### config.mk
export PLATFORM = sky130hd
export DESIGN_NAME = activity_request_header_checker_unit
export DESIGN_NICKNAME = d
export VERILOG_FILES = /design/src/rtl/arhc_pkg.sv /design/src/rtl/arhc_cfg.sv /design/src/rtl/arhc_capture.sv /design/src/rtl/arhc_verdict.sv /design/src/rtl/activity_request_header_checker_unit.sv
export VERILOG_INCLUDE_DIRS = /design/src /design/src/rtl
export SDC_FILE = /design/constraint.sdc
export NUM_CORES = 1
export LEC_CHECK = 0
export ABC_AREA = 1
export BUFFER_PORTS_ARGS = -buffer_cell sky130_fd_sc_hd__buf_4
export CAP_MARGIN = 10
export CORE_MARGIN = 10
export CORE_UTILIZATION = 40
export DETAILED_ROUTE_END_ITERATION = 7
export HOLD_SLACK_MARGIN = 0.02
export SKIP_LAST_GASP = 1
export SYNTH_ARGS = -nofsm -noshare
export SYNTH_HDL_FRONTEND = slang
export SYNTH_SLANG_ARGS = --single-unit
### constraint.sdc
create_clock -name aclk -period 16.53 [get_ports aclk]
set_clock_uncertainty 0.05 [all_clocks]
set_input_delay 3.306 -clock aclk [delete_from_list [all_inputs] [get_ports aclk]]
set_output_delay 3.306 -clock aclk [all_outputs]
set_load 0.03 [all_outputs]
### src/rtl/activity_request_header_checker_unit_macros.svh
// ----------------------------------------------------------------------------
// Assertion macros for the activity request header checker
// Concurrent assertion wrappers used by the top-level RTL file of the block.
// ----------------------------------------------------------------------------
`ifndef ACTIVITY_REQUEST_HEADER_CHECKER_UNIT_MACROS_SVH
`define ACTIVITY_REQUEST_HEADER_CHECKER_UNIT_MACROS_SVH

`ifndef SYNTHESIS
// Same-cycle implication, disabled while reset is asserted.
`define ARHC_ASSERT_NOW(label, clk, rst_n, ante, cons, msg) \
    label: assert property (@(posedge clk) disable iff (!rst_n) (ante) |-> (cons)) \
        else $error(msg);
// Next-cycle implication, disabled while reset is asserted.
`define ARHC_ASSERT_NEXT(label, clk, rst_n, ante, cons, msg) \
    label: assert property (@(posedge clk) disable iff (!rst_n) (ante) |=> (cons)) \
        else $error(msg);
`else
`define ARHC_ASSERT_NOW(label, clk, rst_n, ante, cons, msg)
`define ARHC_ASSERT_NEXT(label, clk, rst_n, ante, cons, msg)
`endif

`endif

### src/rtl/arhc_pkg.sv
// ----------------------------------------------------------------------------
// arhc_pkg
// Types, codes and reset constants shared by the header checker modules.
// ----------------------------------------------------------------------------
package arhc_pkg;

    localparam int COUNT_WIDTH_DEFAULT = 32;
    localparam int CFG_INDEX_W         = 8;

    // Configuration register indexes.
    localparam logic [CFG_INDEX_W-1:0] CFG_FULL_FORM_CODE    = 8'd0;
    localparam logic [CFG_INDEX_W-1:0] CFG_COMPACT_FORM_CODE = 8'd1;
    localparam logic [CFG_INDEX_W-1:0] CFG_MAX_PAYLOAD_BYTES = 8'd2;

    localparam logic [7:0]  FULL_FORM_CODE_RESET    = 8'd1;
    localparam logic [7:0]  COMPACT_FORM_CODE_RESET = 8'd2;
    localparam logic [31:0] MAX_PAYLOAD_BYTES_RESET = 32'd65535;

    // Header layout.
    localparam logic [4:0] SESSION_END      = 5'd8;
    localparam logic [4:0] FORM_POS         = 5'd8;
    localparam logic [4:0] TYPE_END         = 5'd13;
    localparam logic [4:0] LENGTH_END       = 5'd17;
    localparam logic [4:0] MASK_END         = 5'd21;
    localparam logic [4:0] COMPACT_OFFSET   = 5'd17;
    localparam logic [4:0] FULL_OFFSET      = 5'd21;

    typedef enum logic [2:0] {
        ST_OK        = 3'd0,
        ST_TOO_SHORT = 3'd1,
        ST_BAD_FORM  = 3'd2,
        ST_TOO_LONG  = 3'd3,
        ST_MISMATCH  = 3'd4
    } status_t;

    typedef struct packed {
        logic [7:0] data_byte;
        logic       end_of_frame;
    } in_item_t;

    typedef struct packed {
        logic        accepted;
        logic [2:0]  status;
        logic [63:0] session_id;
        logic [31:0] message_type;
        logic [31:0] peer_mask;
        logic        has_mask;
        logic [31:0] payload_length;
        logic [4:0]  payload_offset;
    } out_item_t;

    typedef struct packed {
        logic [7:0]  full_form_code;
        logic [7:0]  compact_form_code;
        logic [31:0] max_payload_bytes;
    } cfg_t;

    // Header view after the byte in the capture stage has been taken in.
    typedef struct packed {
        logic        valid;
        logic        eof;
        logic [63:0] session;
        logic [7:0]  form;
        logic [31:0] mtype;
        logic [31:0] plen;
        logic [31:0] mask;
    } frame_t;

endpackage

### src/rtl/arhc_cfg.sv
// ----------------------------------------------------------------------------
// arhc_cfg
// Configuration register file of the header checker.
// ----------------------------------------------------------------------------
module arhc_cfg (
    input  logic                                aclk,
    input  logic                                aresetn,
    input  logic                                cfg_valid,
    output logic                                cfg_ready,
    input  logic [arhc_pkg::CFG_INDEX_W-1:0]    cfg_index,
    input  logic [31:0]                         cfg_data,
    output arhc_pkg::cfg_t                      cfg
);

    arhc_pkg::cfg_t cfg_reg;

    assign cfg_ready = 1'b1;
    assign cfg       = cfg_reg;

    // Writes to an index outside the register list are dropped.
    always_ff @(posedge aclk) begin
        if (!aresetn) begin
            cfg_reg.full_form_code    <= arhc_pkg::FULL_FORM_CODE_RESET;
            cfg_reg.compact_form_code <= arhc_pkg::COMPACT_FORM_CODE_RESET;
            cfg_reg.max_payload_bytes <= arhc_pkg::MAX_PAYLOAD_BYTES_RESET;
        end else if (cfg_valid) begin
            unique case (cfg_index)
                arhc_pkg::CFG_FULL_FORM_CODE:    cfg_reg.full_form_code    <= cfg_data[7:0];
                arhc_pkg::CFG_COMPACT_FORM_CODE: cfg_reg.compact_form_code <= cfg_data[7:0];
                arhc_pkg::CFG_MAX_PAYLOAD_BYTES: cfg_reg.max_payload_bytes <= cfg_data;
                default: begin
                end
            endcase
        end
    end

endmodule

### src/rtl/arhc_capture.sv
// ----------------------------------------------------------------------------
// arhc_capture
// Input register, byte counter and header field capture.
// ----------------------------------------------------------------------------
module arhc_capture #(
    parameter int COUNT_WIDTH = arhc_pkg::COUNT_WIDTH_DEFAULT
) (
    input  logic                    aclk,
    input  logic                    aresetn,
    input  logic                    s_valid,
    output logic                    s_ready,
    input  arhc_pkg::in_item_t      s_data,
    input  logic                    slot_free,
    output arhc_pkg::frame_t        frame,
    output logic [COUNT_WIDTH-1:0]  frame_len
);

    logic                   in_valid_reg;
    arhc_pkg::in_item_t     in_data_reg;
    logic [COUNT_WIDTH-1:0] count_reg;
    logic [COUNT_WIDTH-1:0] count_next;
    logic [63:0]            session_reg;
    logic [63:0]            session_next;
    logic [7:0]             form_reg;
    logic [7:0]             form_next;
    logic [31:0]            type_reg;
    logic [31:0]            type_next;
    logic [31:0]            length_reg;
    logic [31:0]            length_next;
    logic [31:0]            mask_reg;
    logic [31:0]            mask_next;
    logic                   fire;
    logic [7:0]             b;

    assign b = in_data_reg.data_byte;

    // A last byte only moves on when the result register can take its verdict.
    assign fire    = in_valid_reg && (!in_data_reg.end_of_frame || slot_free);
    assign s_ready = !in_valid_reg || fire;

    always_comb begin
        session_next = session_reg;
        form_next    = form_reg;
        type_next    = type_reg;
        length_next  = length_reg;
        mask_next    = mask_reg;
        priority if (count_reg < COUNT_WIDTH'(arhc_pkg::SESSION_END)) begin
            session_next = {session_reg[55:0], b};
        end else if (count_reg == COUNT_WIDTH'(arhc_pkg::FORM_POS)) begin
            form_next = b;
        end else if (count_reg < COUNT_WIDTH'(arhc_pkg::TYPE_END)) begin
            type_next = {type_reg[23:0], b};
        end else if (count_reg < COUNT_WIDTH'(arhc_pkg::LENGTH_END)) begin
            length_next = {length_reg[23:0], b};
        end else if (count_reg < COUNT_WIDTH'(arhc_pkg::MASK_END)) begin
            mask_next = {mask_reg[23:0], b};
        end else begin
            // Bytes past the header are only counted.
        end
        // The count sticks at its maximum on very long frames.
        count_next = (&count_reg) ? count_reg : count_reg + COUNT_WIDTH'(1);
    end

    assign frame.valid   = fire;
    assign frame.eof     = in_data_reg.end_of_frame;
    assign frame.session = session_next;
    assign frame.form    = form_next;
    assign frame.mtype   = type_next;
    assign frame.plen    = length_next;
    assign frame.mask    = mask_next;
    assign frame_len     = count_next;

    always_ff @(posedge aclk) begin
        if (!aresetn) begin
            in_valid_reg <= 1'b0;
        end else if (s_ready) begin
            in_valid_reg <= s_valid;
        end
    end

    always_ff @(posedge aclk) begin
        if (s_ready && s_valid) begin
            in_data_reg <= s_data;
        end
    end

    always_ff @(posedge aclk) begin
        if (!aresetn) begin
            count_reg   <= '0;
            session_reg <= '0;
            form_reg    <= '0;
            type_reg    <= '0;
            length_reg  <= '0;
            mask_reg    <= '0;
        end else if (fire) begin
            if (in_data_reg.end_of_frame) begin
                count_reg   <= '0;
                session_reg <= '0;
                form_reg    <= '0;
                type_reg    <= '0;
                length_reg  <= '0;
                mask_reg    <= '0;
            end else begin
                count_reg   <= count_next;
                session_reg <= session_next;
                form_reg    <= form_next;
                type_reg    <= type_next;
                length_reg  <= length_next;
                mask_reg    <= mask_next;
            end
        end
    end

endmodule

### src/rtl/arhc_verdict.sv
// ----------------------------------------------------------------------------
// arhc_verdict
// Header checks at frame end and the result register.
// ----------------------------------------------------------------------------
module arhc_verdict #(
    parameter int COUNT_WIDTH = arhc_pkg::COUNT_WIDTH_DEFAULT
) (
    input  logic                    aclk,
    input  logic                    aresetn,
    input  arhc_pkg::frame_t        frame,
    input  logic [COUNT_WIDTH-1:0]  frame_len,
    input  arhc_pkg::cfg_t          cfg,
    output logic                    slot_free,
    output logic                    m_valid,
    input  logic                    m_ready,
    output arhc_pkg::out_item_t     m_data
);

    localparam int CMP_W = (COUNT_WIDTH > 32) ? COUNT_WIDTH : 32;

    logic                   m_valid_reg;
    arhc_pkg::out_item_t    m_data_reg;
    arhc_pkg::out_item_t    m_data_next;
    arhc_pkg::status_t      status;
    logic                   full;
    logic [4:0]             offset;
    logic [CMP_W-1:0]       len_ext;
    logic [CMP_W-1:0]       body_len;

    assign full     = frame.form == cfg.full_form_code;
    assign offset   = full ? arhc_pkg::FULL_OFFSET : arhc_pkg::COMPACT_OFFSET;
    assign len_ext  = CMP_W'(frame_len);
    assign body_len = len_ext - CMP_W'(offset);

    always_comb begin
        priority if (frame_len < COUNT_WIDTH'(arhc_pkg::COMPACT_OFFSET)) begin
            status = arhc_pkg::ST_TOO_SHORT;
        end else if (!full && frame.form != cfg.compact_form_code) begin
            status = arhc_pkg::ST_BAD_FORM;
        end else if (frame_len < COUNT_WIDTH'(offset)) begin
            status = arhc_pkg::ST_TOO_SHORT;
        end else if (frame.plen > cfg.max_payload_bytes) begin
            status = arhc_pkg::ST_TOO_LONG;
        end else if (CMP_W'(frame.plen) != body_len) begin
            status = arhc_pkg::ST_MISMATCH;
        end else begin
            status = arhc_pkg::ST_OK;
        end

        m_data_next        = '0;
        m_data_next.status = status;
        if (status == arhc_pkg::ST_OK) begin
            m_data_next.accepted       = 1'b1;
            m_data_next.session_id     = frame.session;
            m_data_next.message_type   = frame.mtype;
            m_data_next.peer_mask      = full ? frame.mask : 32'd0;
            m_data_next.has_mask       = full;
            m_data_next.payload_length = frame.plen;
            m_data_next.payload_offset = offset;
        end
    end

    assign slot_free = !m_valid_reg || m_ready;
    assign m_valid   = m_valid_reg;
    assign m_data    = m_data_reg;

    always_ff @(posedge aclk) begin
        if (!aresetn) begin
            m_valid_reg <= 1'b0;
        end else if (slot_free) begin
            m_valid_reg <= frame.valid && frame.eof;
        end
    end

    always_ff @(posedge aclk) begin
        if (slot_free && frame.valid && frame.eof) begin
            m_data_reg <= m_data_next;
        end
    end

endmodule

### src/rtl/activity_request_header_checker_unit.sv
// ----------------------------------------------------------------------------
// activity_request_header_checker_unit
// Byte-stream request header checker: one verdict per frame.
// ----------------------------------------------------------------------------
// Usage: request bytes enter on the s_ channel, one byte per transfer, with
// end_of_frame set on the last byte. Each frame yields exactly one transfer on
// the m_ channel, carrying the verdict, a status code and the decoded header
// fields (zero when the frame is rejected). Payload bytes are only counted.
// The cfg_ channel writes the form codes and the payload length limit; it is
// always ready, and writes to unknown indexes are dropped. Write it only while
// no frame is in flight.
// Path of a verdict: the last byte passes the input register, and its verdict
// is then registered in the result register once that one is free.
// Throughput: one byte per cycle while m_ready keeps the result register free,
// set by the single capture register stage, even for back-to-back one-byte frames.
// Reset (synchronous, active low) empties both register stages, clears the
// byte counter and the captured header, and restores the reset configuration.
// Stall: while a verdict waits on m_ready, non-final bytes keep flowing in;
// the next final byte holds in the input register until the result register
// frees, and s_ready is low while it waits.
// ----------------------------------------------------------------------------
`include "activity_request_header_checker_unit_macros.svh"

module activity_request_header_checker_unit #(
    parameter int COUNT_WIDTH = arhc_pkg::COUNT_WIDTH_DEFAULT
) (
    input  logic                                aclk,
    input  logic                                aresetn,
    // Request byte stream.
    input  logic                                s_valid,
    output logic                                s_ready,
    input  arhc_pkg::in_item_t                  s_data,
    // Verdict stream.
    output logic                                m_valid,
    input  logic                                m_ready,
    output arhc_pkg::out_item_t                 m_data,
    // Configuration writes.
    input  logic                                cfg_valid,
    output logic                                cfg_ready,
    input  logic [arhc_pkg::CFG_INDEX_W-1:0]    cfg_index,
    input  logic [31:0]                         cfg_data
);

    arhc_pkg::cfg_t         cfg;
    arhc_pkg::frame_t       frame;
    logic [COUNT_WIDTH-1:0] frame_len;
    logic                   slot_free;

    // Configuration registers.
    arhc_cfg u_cfg (
        .aclk      (aclk),
        .aresetn   (aresetn),
        .cfg_valid (cfg_valid),
        .cfg_ready (cfg_ready),
        .cfg_index (cfg_index),
        .cfg_data  (cfg_data),
        .cfg       (cfg)
    );

    // Input register and header capture; presents the header as it stands
    // after the current byte, together with the saturated frame length.
    arhc_capture #(
        .COUNT_WIDTH (COUNT_WIDTH)
    ) u_capture (
        .aclk      (aclk),
        .aresetn   (aresetn),
        .s_valid   (s_valid),
        .s_ready   (s_ready),
        .s_data    (s_data),
        .slot_free (slot_free),
        .frame     (frame),
        .frame_len (frame_len)
    );

    // Checks on the final byte and the result register.
    arhc_verdict #(
        .COUNT_WIDTH (COUNT_WIDTH)
    ) u_verdict (
        .aclk      (aclk),
        .aresetn   (aresetn),
        .frame     (frame),
        .frame_len (frame_len),
        .cfg       (cfg),
        .slot_free (slot_free),
        .m_valid   (m_valid),
        .m_ready   (m_ready),
        .m_data    (m_data)
    );

    // A final byte that leaves the capture stage always lands a verdict.
    `ARHC_ASSERT_NEXT(a_eof_gives_verdict, aclk, aresetn, frame.valid && frame.eof, m_valid, "final byte did not produce a verdict")
    // A final byte may only leave the capture stage into a free result slot.
    `ARHC_ASSERT_NOW(a_eof_needs_slot, aclk, aresetn, frame.valid && frame.eof, slot_free, "final byte moved while the result register was full")
    // After a final byte the next frame starts from byte zero.
    `ARHC_ASSERT_NEXT(a_eof_restarts_count, aclk, aresetn, frame.valid && frame.eof, u_capture.count_reg == '0, "byte counter not cleared at frame end")
    // An accepted full-form verdict always reports the long header offset.
    `ARHC_ASSERT_NOW(a_mask_offset, aclk, aresetn, m_valid && m_data.has_mask, m_data.payload_offset == arhc_pkg::FULL_OFFSET, "mask present with compact offset")

endmodule

==> results of run 1 <==
cells in the mapped netlist, types with 31 or more instances:
library cell,count
a21oi_1,158
clkbuf_1,98
dfxtp_1,250
edfxtp_1,175
ha_1,36
inv_1,388
nand2_1,772
nand3_1,87
nand4_1,31
nor2_1,402
o21ai_0,170
o22ai_1,79
final cells by class:
class                           instances  share of cell area (%)
Clock buffer                           71                    5.48
Tap cell                              688                    3.47
Sequential cell                       425                    41.3
Inverter                              407                    6.20
Multi-Input combinational cell       1889                    35.5
Clock inverter                         18                   0.918
Timing Repair Buffer                  236                    7.14
final timing paths:
kind / startpoint / endpoint / slack, ns / cells past startpoint
setup / recovery: m_ready / s_ready / 9.35 / 4
hold reg to reg: u_capture.session_reg[63] / u_capture.session_reg[63] / 0.41 / 2
hold / removal: u_capture.session_reg[63] / u_capture.session_reg[63] / 0.41 / 2
setup reg to reg: u_capture.count_reg[0] / u_verdict.m_data[114] / 9.84 / 29
per-stage QoR:
stage | utilization [%] | hold WS (ns) | std cells | setup WS [ns] | cell area [um2]
final | 47.2 | 0.412 | 3734 | 9.35 | 24800
after global routing | 47.2 | 0.429 | 3734 | 9.18 | 24800
after detailed placement | 44.2 | 0.403 | 3645 | 9.35 | 23200
after floorplan | - | 0.385 | 2859 | 8.73 | 21200
after CTS | 47.2 | 0.412 | 3734 | 9.35 | 24800
after global placement | 44.2 | 0.398 | 3645 | 9.35 | 23200
routing by layer:
metal | track usage [%] | share of wire [%]
met3 | 3.36 | 5.0
met5 | 0 | 0
met4 | 6.25 | 3.1
met2 | 31.5 | 47
met1 | 25.2 | 45
cell families (layout without fill, tap and decap cells):
group / count (synthesis) / after routing / synth area share (%)
flip-flops: 425 / 425 / 48.4
AND/OR/NAND/NOR: 1353 / 1353 / 25.7
AO/OA/AOI/OAI: 456 / 456 / 11.8
multiplexers: 1 / 1 / 0.0472
adder cells (fa/ha/maj): 36 / 36 / 2.12
XOR/XNOR: 40 / 40 / 1.65
other: 2 / 3 / 0.0354
buffers and inverters: 545 / 732 / 10.3
worst register-to-register path: cells and delay by family (launching register included):
kind / cells / cell delay [ns]
AOI/OAI and AO/OA: 2 / 0.53
xor gates and xnor gates: 1 / 0.19
adders and majority gates: 2 / 0.60
buffers and inverters: 4 / 0.92
DFF: 1 / 0.39
and+or+nand+nor: 20 / 3.84
report_power, final:
group	leakage, nW	switching (mW)	internal, mW
Clock	0.773	0.443	0.636
Combinational	5.53	0.0552	0.0181
Sequential	3.96	0.00299	1.09
Total	10.3	0.501	1.75
==> results.txt, run 1 <==
Area grow syn2layout: 17.0%
Max reg flops: 166
CTS H-tree depth: 2
Most used flip-flop cell after synthesis: dfxtp_1
CTS tree: done
Core Region: 52,600 um2
Slew @ Worst Pin: 1.24 ns
Family with the most delay on the worst path: buffers and inverters
DPL Wire Length: 44,500 um
YS warnings: 0
Pwr/cell area: 90.6 nW/um2
Max-Cap Viols: 0
Final number of setup-violating endpoints: 0
Rows: 84
Number of buffers created by CTS: 48
Sequential cell area: 10,300 um2
CP Class: primary input to output pin
Via density per instance: 4.98
Ratio of cells with drive above 1 in the final layout: 12.4%
Highest clock rate: 0.139 GHz
Clk pin slew, worst setup/hold paths: 0.06 ns
Slew HR: 17.6%
RSZ-0062 raised after global routing: false
CP Cell Sequence: buf_4 -> inv_1 -> nand4_1 -> buf_4
Antenna-violating nets left: 0
Syn_area_per_cell: 7.42 um2
CP Data Required Time: 13.17 ns
Total global-route track usage: 19.2%
Pleak: 10.3 nW
Yosys top cell by area: edfxtp_1
DR iter-0 viols: 1,476
Post-CTS Setup Repair Bufs: 0
Clock Sinks: 425
Top cell type's share of synthesized area: 24.8%
Ports: 227
Ant. Diodes: 0
Final worst-path cycle share: 43.5%
Worst Path Arrival: 3.83 ns
Synth Instances: 2,858
Maximum clock insertion buffer count: 3
Largest net degree at the start of global routing: 129
Nets: 3,097
WP buf/inv: 3
Final wirelength: 62,800 um
Netlist cell types: 45
CTS root buf: clkbuf_16
Filler cell count: 5,227
Worst-path maximum fanout: 3
Cts hold-fix bufs: 0
Cell mode on critical path: buf_4
Hold crit path type: flop to flop
Clk_lat worst skew: 0.59 ns
Minimum clock period: 7.18 ns
VDD IR max: 0.0744 mV
Initial Util: 40.4%
First-pass iteration count of the detailed router: 6
Commonest non-fill, non-tap cell in the layout: nand2_1
Vias in the first global route: 17,500
Vias post-DR: 18,600
DRC Markers: 0
Seq/Total Area, Yosys: 48.4%
First-pass GRT wire length: 97,400 um
Wire per inst: 16.8 um
Post_cts resized: 0
Status: complete, no violations
Mapped cell area: 21,200 um2
# port buffers: 223
Die area: 62,600 um2
Async set-reset flop share out of synthesis: 0%
Hold Violations, Final: 0
Synth Register Bits: 425
Die Y: 250 um
Initial antenna violation count: 0
Placer Congestion: 0.883
Area of the multi-input gates: 8800 um2
Max incr delay on CP: 0.21 ns
Post-synth EDFFs: 175
GRT overflow: 0
Most frequent cells in the layout: nand2_1 (771), nor2_1 (401), inv_1 (386)
Die X: 250 um
Total chip power: 2.25 mW
Largest cells by area after synthesis: edfxtp_1 (25%), dfxtp_1 (24%), nand2_1 (14%)
Setup crit start kind: primary input
Crit. End Element: output pin
Fin Setup TNS: 0 ns
Max Slew Vio Count: 0
Critical path's slowest cell: buf_4
No activity file was read; power rests on OpenSTA's default activity.
==> inputs of run 2 (changes only) <==
- clock period: 16.53 -> 6.6 ns (I/O delays scaled with it)
==> run 2 against run 1 <==
- flip-flop and latch count did not move
- critical path type is now flop to flop
- register-to-register slack got worse by 9.1 ns
- worst setup slack got worse by 8.6 ns
- sequential share of layout area rose by 0.075 points
- die area did not move
- utilization fell by 0.086 points
- count of clock-buffer cells in the layout fell by 4
- design area fell by 0.18%
==> results.txt, run 2 (synthesized netlist as in run 1, its figures left out) <==
Slew HR: 22.7% (+5.2 points)
Antenna-violating nets left: 0 (unchanged)
Hold Violations, Final: 0 (unchanged)
DR iter-0 viols: 1,685 (+14%)
Post-CTS Setup Repair Bufs: 0 (unchanged)
RSZ-0062 raised after global routing: false
GRT overflow: 0 (unchanged)
Vias post-DR: 18,700 (+0.31%)
Critical path's slowest cell: nor2_2
CTS tree: done
Max Slew Vio Count: 0 (unchanged)
Clk_lat worst skew: 0.58 ns (about the same)
CTS root buf: clkbuf_16
CP Class: flop to flop
Core Region: 52,600 um2 (unchanged)
Most frequent cells in the layout: nand2_1 (771), nor2_1 (401), inv_1 (386)
Area grow syn2layout: 16.8%
Post_cts resized: 0 (unchanged)
Worst Path Arrival: 6.28 ns (+2.45 ns)
Initial Util: 40.4% (unchanged)
Maximum clock insertion buffer count: 3 (unchanged)
Die Y: 250 um (unchanged)
Cts hold-fix bufs: 0 (unchanged)
Filler cell count: 5,310 (+1.6%)
DRC Markers: 0 (unchanged)
Number of buffers created by CTS: 47 (-2.1%)
Worst Hold Slack: 0.411 ns (-0.000802 ns)
CTS H-tree depth: 2 (unchanged)
Setup crit start kind: flop
Placed cell count: 3,650 (+0.14%)
Status: complete, no violations
Die X: 250 um (unchanged)
Final worst-path cycle share: 89.4%
Rows: 84 (unchanged)
Worst-path maximum fanout: 32 (+29)
Pleak: 10.2 nW (-0.22%)
Max incr delay on CP: 0.57 ns (+0.36 ns)
First-pass GRT wire length: 99,500 um (+2.2%)
Cell mode on critical path: nand2_1
Initial antenna violation count: 0 (unchanged)
Vias in the first global route: 17,700 (+1.5%)
Pwr/cell area: 221 nW/um2 (+140%)
Wire per inst: 17.2 um (+2.3%)
Nets: 3,101 (+0.13%)
Area after DPL: 23,300 um2 (+0.27%)
Final wirelength: 64,300 um (+2.4%)
Worst Reg-to-Reg Cells: 29 (unchanged)
Max-Cap Viols: 0 (unchanged)
Die area: 62,600 um2 (unchanged)
Ant. Diodes: 0 (unchanged)
First-pass iteration count of the detailed router: 6 (unchanged)
Fin Setup TNS: 0 ns (unchanged)
Max reg flops: 166 (unchanged)
Minimum clock period: 5.90 ns
Commonest non-fill, non-tap cell in the layout: nand2_1
# port buffers: 223 (unchanged)
Via density per instance: 4.99 (+0.23%)
Total global-route track usage: 19.7% (+0.46 points)
Clock Sinks: 425 (unchanged)
Largest net degree at the start of global routing: 125 (-3.1%)
CP Data Required Time: 6.98 ns (-6.19 ns)
Ports: 227 (unchanged)
Final instance area: 24,800 um2 (-0.18%)
Final number of setup-violating endpoints: 0 (unchanged)
DPL Wire Length: 46,000 um (+3.4%)
Crit. End Element: flop
Highest clock rate: 0.169 GHz
VDD IR max: 0.161 mV (+120%)
Hold depth: 2 (unchanged)
Util after Layout: 47.1% (-0.086 points)
Ratio of cells with drive above 1 in the final layout: 12.6% (+0.12 points)
Clk pin slew, worst setup/hold paths: 0.06 ns (about the same)
Slew @ Worst Pin: 1.16 ns (-0.0776 ns)
Hold crit path type: flop to flop
Post-Layout Cell Count: 3,737 (+0.080%)
Placer Congestion: 0.937 (+6.0%)
run 2: changes by cell type in the layout (fill, tap and decap cells not counted), sizes merged:
cell | previous run | this run
clkinvlp | 0 | 3
clkinv | 12 | 13
buf | 236 | 241
clkbuf | 71 | 67
bufinv | 4 | 2
run 2: report_power, final:
part | internal (mW) | switching (mW) | total [mW]
clock | 1.46 | 1.08 | 2.54
combinational | 0.0469 | 0.139 | 0.186
sequential | 2.74 | 0.00794 | 2.75
run 2: worst paths after layout:
kind	start	endpoint	slack (ns)
min	u_capture.session_reg[58]	u_capture.session_reg[58]	0.41
max	u_capture.count_reg[0]	u_verdict.m_data[74]	0.70
max reg2reg	u_capture.count_reg[0]	u_verdict.m_data[74]	0.70
min reg2reg	u_capture.session_reg[58]	u_capture.session_reg[58]	0.41
run 2: area by class of cell:
cell class	instances	area (um2)	share of cell area, %
Multi-Input combinational cell	1889	8800	35.5
Clock inverter	20	178	0.717
Tap cell	688	861	3.47
Clock buffer	67	1300	5.25
Timing Repair Buffer	241	1830	7.40
Inverter	407	1540	6.21
Sequential cell	425	10300	41.4
run 2: worst max-delay path: cells and delay by family (launching register included):
family | cells | cell delay, ns
and+or+nand+nor | 20 | 3.33
buffers and inverters | 4 | 0.65
adders and majority gates | 2 | 0.60
AOI/OAI and AO/OA | 2 | 0.52
DFF | 1 | 0.39
xor gates and xnor gates | 1 | 0.19
run 2: per-stage QoR:
stage / worst slack [ns] / total power, mW
floorplan: 0.781 / 2.91
global placement: 0.914 / 2.99
detailed placement: 0.763 / 2.99
CTS: 0.716 / 5.53
global route: 0.0976 / 5.65
finish: 0.700 / 5.47
run 2: layer usage:
metal	wire length, um	GRT usage, %
met1	28300	25.7
met2	30300	32.6
met4	1760	5.78
met3	3870	3.58
met5	0	0
